## src/rtl/svse_pkg.sv

```systemverilog
// ----------------------------------------------------------------------------
// svse_pkg: shared types and codes for the sorted value set engine
// Request and response payloads, command and status codes, and the control
// word broadcast to the row of storage cells.
// ----------------------------------------------------------------------------
package svse_pkg;

    localparam int VAL_W    = 32;
    localparam int CMD_W    = 2;
    localparam int STAT_W   = 2;
    localparam int COUNT_W  = 9;
    // one hit flag above the entry value
    localparam int LEAF_W   = VAL_W + 1;

    localparam logic [CMD_W-1:0] CMD_INSERT = 2'd0;
    localparam logic [CMD_W-1:0] CMD_ERASE  = 2'd1;
    localparam logic [CMD_W-1:0] CMD_QUERY  = 2'd2;
    localparam logic [CMD_W-1:0] CMD_CLEAR  = 2'd3;

    localparam logic [STAT_W-1:0] ST_OK        = 2'd0;
    localparam logic [STAT_W-1:0] ST_NOT_FOUND = 2'd1;
    localparam logic [STAT_W-1:0] ST_FULL      = 2'd2;
    localparam logic [STAT_W-1:0] ST_RANGE     = 2'd3;

    localparam logic [1:0] OP_HOLD   = 2'd0;
    localparam logic [1:0] OP_INSERT = 2'd1;
    localparam logic [1:0] OP_ERASE  = 2'd2;
    localparam logic [1:0] OP_CLEAR  = 2'd3;

    typedef struct packed {
        logic [CMD_W-1:0] cmd;
        logic [VAL_W-1:0] value;
    } req_t;

    typedef struct packed {
        logic [STAT_W-1:0]  status;
        logic [VAL_W-1:0]   result_value;
        logic [COUNT_W-1:0] entry_count;
        logic [VAL_W-1:0]   largest_value;
    } rsp_t;

    // control word shared by every cell
    typedef struct packed {
        logic [1:0] op;
        logic       sel_last;
    } cell_ctrl_t;

endpackage

```

## src/rtl/svse_cell.sv

```systemverilog
// ----------------------------------------------------------------------------
// svse_cell: one storage cell of the sorted row
// Holds one entry and its valid flag, compares it with the broadcast key,
// shifts towards or away from its neighbours, and drives one selection leaf.
// ----------------------------------------------------------------------------
module svse_cell
(
    input  logic                        clk,
    input  logic                        rst_n,
    input  svse_pkg::cell_ctrl_t        ctrl,
    input  logic [svse_pkg::VAL_W-1:0]  key,
    input  logic [svse_pkg::VAL_W-1:0]  left_data,
    input  logic                        left_valid,
    input  logic                        left_ins,
    input  logic                        left_lb,
    input  logic [svse_pkg::VAL_W-1:0]  right_data,
    input  logic                        right_valid,
    output logic [svse_pkg::VAL_W-1:0]  data,
    output logic                        valid,
    output logic                        ins,
    output logic                        lb,
    output logic [svse_pkg::LEAF_W-1:0] leaf
);

    logic [svse_pkg::VAL_W-1:0] data_reg;
    logic [svse_pkg::VAL_W-1:0] data_next;
    logic                       valid_reg;
    logic                       valid_next;
    logic                       hit;

    // at or after the insert point / the lower bound
    assign ins = !valid_reg || (data_reg > key);
    assign lb  = !valid_reg || (data_reg >= key);

    always_comb
    begin
        data_next  = data_reg;
        valid_next = valid_reg;
        case (ctrl.op)
            svse_pkg::OP_INSERT:
            begin
                if (ins && !left_ins)
                begin
                    data_next  = key;
                    valid_next = 1'b1;
                end
                else if (ins)
                begin
                    data_next  = left_data;
                    valid_next = left_valid;
                end
            end
            svse_pkg::OP_ERASE:
            begin
                if (lb)
                begin
                    data_next  = right_data;
                    valid_next = right_valid;
                end
            end
            svse_pkg::OP_CLEAR:
            begin
                valid_next = 1'b0;
            end
            default:
            begin
                data_next  = data_reg;
                valid_next = valid_reg;
            end
        endcase
    end

    always_ff @(posedge clk)
    begin
        data_reg <= data_next;
    end

    always_ff @(posedge clk or negedge rst_n)
    begin
        if (!rst_n)
        begin
            valid_reg <= 1'b0;
        end
        else
        begin
            valid_reg <= valid_next;
        end
    end

    // first entry not below the key, or the last occupied cell
    assign hit  = ctrl.sel_last ? (valid_reg && !right_valid)
                                : (valid_reg && lb && !left_lb);
    assign leaf = hit ? {1'b1, data_reg} : '0;

    assign data  = data_reg;
    assign valid = valid_reg;

endmodule

```

## config.mk

```make
export PLATFORM = sky130hd
export DESIGN_NAME = svse_cell
export DESIGN_NICKNAME = d
export VERILOG_FILES = /design/src/rtl/svse_pkg.sv /design/src/rtl/svse_cell.sv
export SDC_FILE = /design/constraint.sdc
export NUM_CORES = 1
export LEC_CHECK = 0
export ABC_AREA = 1
export BUFFER_PORTS_ARGS = -buffer_cell sky130_fd_sc_hd__buf_4
export CORE_ASPECT_RATIO = 1.5
export CORE_MARGIN = 4
export CORE_UTILIZATION = 40
export CTS_CLUSTER_DIAMETER = 200
export CTS_CLUSTER_SIZE = 14
export DETAILED_ROUTE_END_ITERATION = 8
export PLACE_DENSITY = 0.72
export SLEW_MARGIN = 20
export SYNTH_ARGS = -nofsm -noshare
export SYNTH_HDL_FRONTEND = slang
export SYNTH_SLANG_ARGS = --single-unit
```

## constraint.sdc

```tcl
create_clock -name clk -period 4.08 [get_ports clk]
set_input_delay 0.408 -clock clk [delete_from_list [all_inputs] [get_ports clk]]
set_output_delay 0.408 -clock clk [all_outputs]
set_load 0.005 [all_outputs]
```

==> out/results.tsv, run 1 <==
metric	value	unit
Largest register FFs	32	
Final Cycle Share	0.818	
met3 usage	0.0537	
max incr delay on CP	0.50	ns
core region area	8060	um^2
largest net degree at the start of global routing	66	
Syn Inst Count	419	
I/O Buffers	172	
path type of the worst setup path	reg2out	
Diodes inserted	0	
max-slew violation count	0	
Num CTS Buffers	5	
pre-CTS setup slack	0.908	ns
total global routing overflow	0	
CP top delay family	simple AND/OR/NAND/NOR gates	
sequential power share	0.338	
layout overhead on the synthesized area	44.6	%
Detail Route Antenna Nets	0	
CTS resizes	0	
Ports	173	
Die Ht	119	um
die area	9820	um^2
Total Wirelength	9840	um
max_slew headroom	0.341	
Layout fillers	771	
worst hold slack	0.396	ns
first-pass GRT wire length	15700	um
Via density	4.78	
worst path cell trace	ha_1 -> nand2_1 -> nor2_1 -> nand2_1 -> nor2_1 -> nand2_1 -> nand3_1 -> nand2_1 -> buf_4 -> a21boi_0 -> buf_4	
grt peak-use layer	met2	
Worst Skew	0.00661	ns
P_leak	2.60	nW
Pint	0.972	mW
yosys warns	0	
total setup buffers inserted after CTS	0	
status	finished clean	
layout cells sized above 1	0.422	
Final setup viols	0	
DRT iter0 DRCs	90	
synth top area cells	edfxtp_1 (29%), nand2_1 (14%), ha_1 (12%)	
GRT Util Overall	0.206	
DRC	0	
Reg clk slew, reported paths	0.06	ns
CP dominant cell by count	nand2_1	
critical path launch point type	register	
H-Tree Depth	2	
clk sinks	33	
Netlist cell types	28	
setup TNS	0	ns
CTS root buf	clkbuf_16	
GR Util met2	0.392	
initial antenna violation count	0	
P per Cell Area	302	nW/um^2
max frequency	300	MHz
Synth top area share	0.290	
register bit total from synthesis	33	
starting density of the core	0.411	
TritonRoute pass-1 iters	6	
RSZ-0062 raised after global routing	no	
vias post-DR	3292	
clock network fraction of total power	0.266	
TritonCTS clock tree	yes	
worst min path class	in2reg	
sw power	0.470	mW
Worst-Margin Slew	0.989	ns
nets	719	
worst-path maximum fanout	25	
WP buf/inv	2	
Clock Latency Late Sink	0.28	ns
syn nets	556	
Max Root-Sink Buffers	2	
row count	40	
Routability Congestion	0.825	
area leader, netlist	edfxtp_1	
Synth Cell Area	3310	um^2
maxcap violations	0	
maximum vdd ir drop	0.000242	V
minimum clock period	3.34	ns
number of global-route vias before repair	3455	
Logic pwr share	0.396	
Avg Inst Size Synth	7.90	um^2
setup ws final	0.742	ns
Cells after DPL	679	
final hold vios	0	
die span in x	82.3	um
WL/cell	14.3	um
Seq/Total Area, Yosys	0.298	
Slowest cell on crit path	nand2_1	
Final Non-Filler Cells	688	
WP data arrival	2.93	ns
most common cell after layout, fill and taps aside	buf_4	
most frequent cells in the layout	buf_4 (175), nand2_1 (125), inv_1 (75)	
CP Capture Type	output pin	
sw frac	0.326	
met1 usage	0.207	
placed wire-length estimate	7760	um
CP required	3.67	ns
[final timing paths]
path / slack, ns / endpoint / depth (start not counted) / startpoint
worst max-delay path: 0.74 / leaf[9] / 11 / data[15]
worst min-delay path: 0.40 / data[10] / 3 / right_data[10]
worst max register to register: 1.14 / data[25] / 13 / data[19]
worst min register to register: 0.67 / valid / 2 / valid
max in group asynchronous: 3.54 / valid / 2 / rst_n
min in group asynchronous: 0.46 / valid / 2 / rst_n
[kinds of logic after synthesis]
| kind of cell | share of synthesized area |
|---|---|
| AOI/OAI and AO/OA | 0.224 |
| adders and majority gates | 0.121 |
| buffers and inverters | 0.132 |
| DFF | 0.298 |
| and+or+nand+nor | 0.225 |
[worst reg2reg max path, delay by kind of cell, from the launching register on]
kind | cells | cell delay (ns)
fa+ha+maj | 1 | 0.31
compound gates | 3 | 0.44
simple gates | 9 | 1.51
flops | 1 | 0.42
[synth_stat cells, drive strengths merged]
master	n
nand2	150
inv	78
edfxtp	32
ha	32
o211ai	32
a21boi	31
a21oi	16
nor2	14
buf	11
clkbuf	9
nand4	4
nand3	3
o21ai	2
a21o	1
clkinv	1
dfrtp	1
nor3	1
o21a	1
[routing by layer]
metal  routed length [um]  part of all wire
met1                 3370              0.34
met2                 5510              0.56
met3                  748             0.076
met4                  211             0.021
met5                    0                 0
[power by group through the flow]
stage	Combinational [mW]	Sequential, mW	Clock (mW)
global placement	0.565	0.494	0
CTS	0.581	0.488	0.391
detailed placement	0.578	0.495	0
finish	0.572	0.487	0.383
global route	0.645	0.496	0.401
floorplan	0.325	0.488	0
[timing repair]
item | CTS | global route
setup endpoints to repair | 0 | 0
hold buffers | 1 | 0
endpoints found under the hold margin | 1 | 0
[stage by stage]
step	util	instance area (um^2)	total power [mW]
after floorplan	-	3310	0.813
after global placement	0.574	4630	1.06
after detailed placement	0.574	4630	1.07
after CTS	0.594	4780	1.46
after global routing	0.594	4780	1.54
final	0.594	4780	1.44
[area by class of cell]
| cell class | count | area, um^2 | area share |
|---|---|---|---|
| timing repair buffer | 176 | 1320 | 0.277 |
| tap | 105 | 131 | 0.0275 |
| multi-input combinational | 287 | 1900 | 0.397 |
| inverter | 79 | 297 | 0.0620 |
| clock buffer | 8 | 146 | 0.0306 |
| sequential | 33 | 986 | 0.206 |
(Power assumes the default switching activity.)
==> run 2: changes to the inputs <==
--- a/config.mk
+++ b/config.mk
@@ -5,7 +5,7 @@
 export SDC_FILE = /design/constraint.sdc
 export NUM_CORES = 1
 export LEC_CHECK = 0
-export ABC_AREA = 1
+export ABC_AREA = 0
 export BUFFER_PORTS_ARGS = -buffer_cell sky130_fd_sc_hd__buf_4
 export CORE_ASPECT_RATIO = 1.5
 export CORE_MARGIN = 4
@@ -13,7 +13,7 @@
 export CTS_CLUSTER_DIAMETER = 200
 export CTS_CLUSTER_SIZE = 14
 export DETAILED_ROUTE_END_ITERATION = 8
-export PLACE_DENSITY = 0.72
+export PLACE_DENSITY = 0.77
 export SLEW_MARGIN = 20
 export SYNTH_ARGS = -nofsm -noshare
 export SYNTH_HDL_FRONTEND = slang
==> constraint.sdc (replaced) <==
create_clock -name clk -period 2.8 [get_ports clk]
set_input_delay 0.28 -clock clk [delete_from_list [all_inputs] [get_ports clk]]
set_output_delay 0.28 -clock clk [all_outputs]
set_load 0.005 [all_outputs]
==> run 2 against run 1 <==
Net effect: count of clock-buffer cells in the layout is 3 lower; non-clock buffer count is 13 higher; setup slack worse by 0.72 ns; wire length is 1.6% higher; largest cell class unchanged; clock power is 8.9% lower; sequential cell count stayed put; highest routed layer unchanged; synthesized cell count is 23% lower; register-to-register slack worse by 0.97 ns; via count is 5.8% lower; cell count is 13% lower; combinational power is 70% higher; critical path type unchanged; hold slack worse by 0.083 ns.
==> out/results.tsv, run 2 <==
metric	value	unit	change
starting density of the core	0.413		+0.00275
WL/cell	16.6	um	+16%
Synth top area share	0.320		+0.0291
CTS root buf	clkbuf_8		
H-Tree Depth	2		unchanged
CP Capture Type	output pin		
row count	38		-5.0%
Layout fillers	623		-19%
first-pass GRT wire length	14800	um	-5.6%
Final Cycle Share	0.992		
most common cell after layout, fill and taps aside	buf_4		
RSZ-0062 raised after global routing	yes		
fraction of registers with async set/reset	0.0303		unchanged
worst hold slack	0.313	ns	-0.0828 ns
yosys warns	0		unchanged
Avg Inst Size Synth	9.34	um^2	+18%
P per Cell Area	423	nW/um^2	+40%
Total Wirelength	10000	um	+1.6%
minimum clock period	2.78	ns	
Worst Setup SP	data[1]		
layout overhead on the synthesized area	58.8	%	
Seq/Total Area, Yosys	0.328		+0.0299
syn nets	459		-17%
Synth Cell Area	3010	um^2	-9.1%
hold path cells	3		unchanged
die area	9000	um^2	-8.4%
P_leak	2.35	nW	-9.8%
worst-path maximum fanout	14		-44%
TritonRoute pass-1 iters	4		-2
cell count of the worst reg-to-reg path	9		-4
clk sinks	33		unchanged
Reg clk slew, reported paths	0.07	ns	about the same
die span in x	78.8	um	-4.2%
Max Root-Sink Buffers	2		unchanged
hold path startpoint	right_data[12]		
count leader, synth	a21oi_1		
EDFF count, synth	32		unchanged
TritonCTS clock tree	yes		
Netlist cell types	40		+43%
status	finished clean		
Largest register FFs	32		unchanged
DRT iter0 DRCs	99		+10%
Clock Latency Late Sink	0.28	ns	about the same
GRT Util Overall	0.208		+0.00194
Ports	173		unchanged
CP required	2.52	ns	-1.15 ns
Routability Congestion	0.814		-1.3%
DRC	0		unchanged
ys flop type	edfxtp_1		
Die Ht	114	um	-4.4%
initial antenna violation count	0		unchanged
total global routing overflow	0		unchanged
Via density	5.15		+7.7%
Worst-Margin Slew	0.564	ns	-0.425 ns
max frequency	360	MHz	
Syn Inst Count	322		-23%
Detail Route Antenna Nets	0		unchanged
reg2reg start	data[31]		
placed instance area	4420	um^2	-4.5%
synth top area cells	edfxtp_1 (32%), ha_1 (13%), mux2i_1 (11%)		
vias post-DR	3101		-5.8%
WP data arrival	2.50	ns	-0.43 ns
worst min path class	in2reg		
Final setup viols	0		unchanged
number of global-route vias before repair	3180		-8.0%
Diodes inserted	0		unchanged
maxcap violations	0		unchanged
Synth top cells by count	a21oi_1 (49), nor2_1 (36), inv_1 (35)		
layout cells sized above 1	0.470		+0.0482
max-slew violation count	0		unchanged
critical path launch point type	register		
I/O Buffers	172		unchanged
register bit total from synthesis	33		unchanged
path type of the worst setup path	reg2out		
area leader, netlist	edfxtp_1		
Worst Skew	0.00459	ns	-0.00203 ns
placed wire-length estimate	7870	um	+1.5%
core region area	7270	um^2	-9.7%
most frequent cells in the layout	buf_4 (182), a21oi_1 (47), nor2_1 (36)		
maximum vdd ir drop	0.000276	V	+14%
Num CTS Buffers	5		unchanged
largest net degree at the start of global routing	39		-41%
fin area	4770	um^2	-0.18%
max_slew headroom	0.624		+0.283
Util after Layout	0.656		+0.0627
nets	638		-11%
final hold vios	0		unchanged
run 2: cell count changes in the layout (fill, tap and decap cells not counted), moves of 26 or more:
cell,change
nor2_1,+26
inv_1,-40
o211ai_2,-30
a21boi_0,-31
nand2_1,-116
mux2i_1,+32
a21oi_1,+33
run 2: kinds of logic after synthesis:
group	Yosys count	synth area share
simple gates	76	0.145
mux	32	0.107
flops	33	0.328
buf+inv	52	0.0836
compound gates	97	0.204
fa+ha+maj	32	0.133
run 2: worst paths after layout:
path | end | slack [ns]
min | data[12] | 0.31
max in group asynchronous | valid | 2.40
min in group asynchronous | valid | 0.32
max reg2reg | data[27] | 0.17
max | leaf[5] | 0.02
min reg2reg | valid | 0.76
run 2: metal layers:
metal	track usage	routed length, um	up-vias
met5	0	0	-
met4	0.0747	250	0
met3	0.0378	534	22
met2	0.393	5530	113
met1	0.229	3680	1447
li1	-	-	1519
run 2: timing repair:
item | CTS | global route
resized for setup | 6 | 30
endpoints found under the hold margin | 1 | 0
endpoints found under the setup margin | 32 | 60
hold buffers | 1 | 0
pin swaps | 0 | 1
buffers inserted | 5 | 0
cloned | 0 | 0
run 2: worst max-delay path: stages, from the launching register on:
cell and delay (ns):
edfxtp_1 0.45, ha_4 0.30, nor2b_4 0.12, o211ai_1 0.08, a2111o_1 0.42, nand3_2 0.09, o21a_1 0.16, o21ai_2 0.10
buf_6 0.18, a21boi_1 0.18, buf_4 0.14
run 2: power by group:
group | total [mW] | internal (mW) | switching (mW)
registers | 0.698 | 0.638 | 0.0595
logic | 0.970 | 0.525 | 0.446
clock network | 0.349 | 0.167 | 0.182
total | 2.02 | 1.33 | 0.687
run 2: layout make-up:
cell class,count,area (um^2),area share
Multi-Input combinational cell,237,1990,0.418
Timing Repair Buffer,189,1460,0.305
Sequential cell,33,986,0.206
Inverter,35,131,0.0275
Tap cell,100,125,0.0262
Clock buffer,5,68.8,0.0144
Clock inverter,3,12.5,0.00262
run 2: stage by stage:
step / setup TNS [ns] / power, mW / worst slack [ns] / std cells
after floorplan: 0 / 1.17 / 0.0234 / 322
after global placement: 0 / 1.56 / 0.219 / 588
after detailed placement: 0 / 1.59 / 0.0934 / 588
after CTS: 0 / 1.98 / 0.00756 / 602
after global routing: -0.992 / 2.14 / -0.0642 / 602
final: 0 / 2.02 / 0.0232 / 602
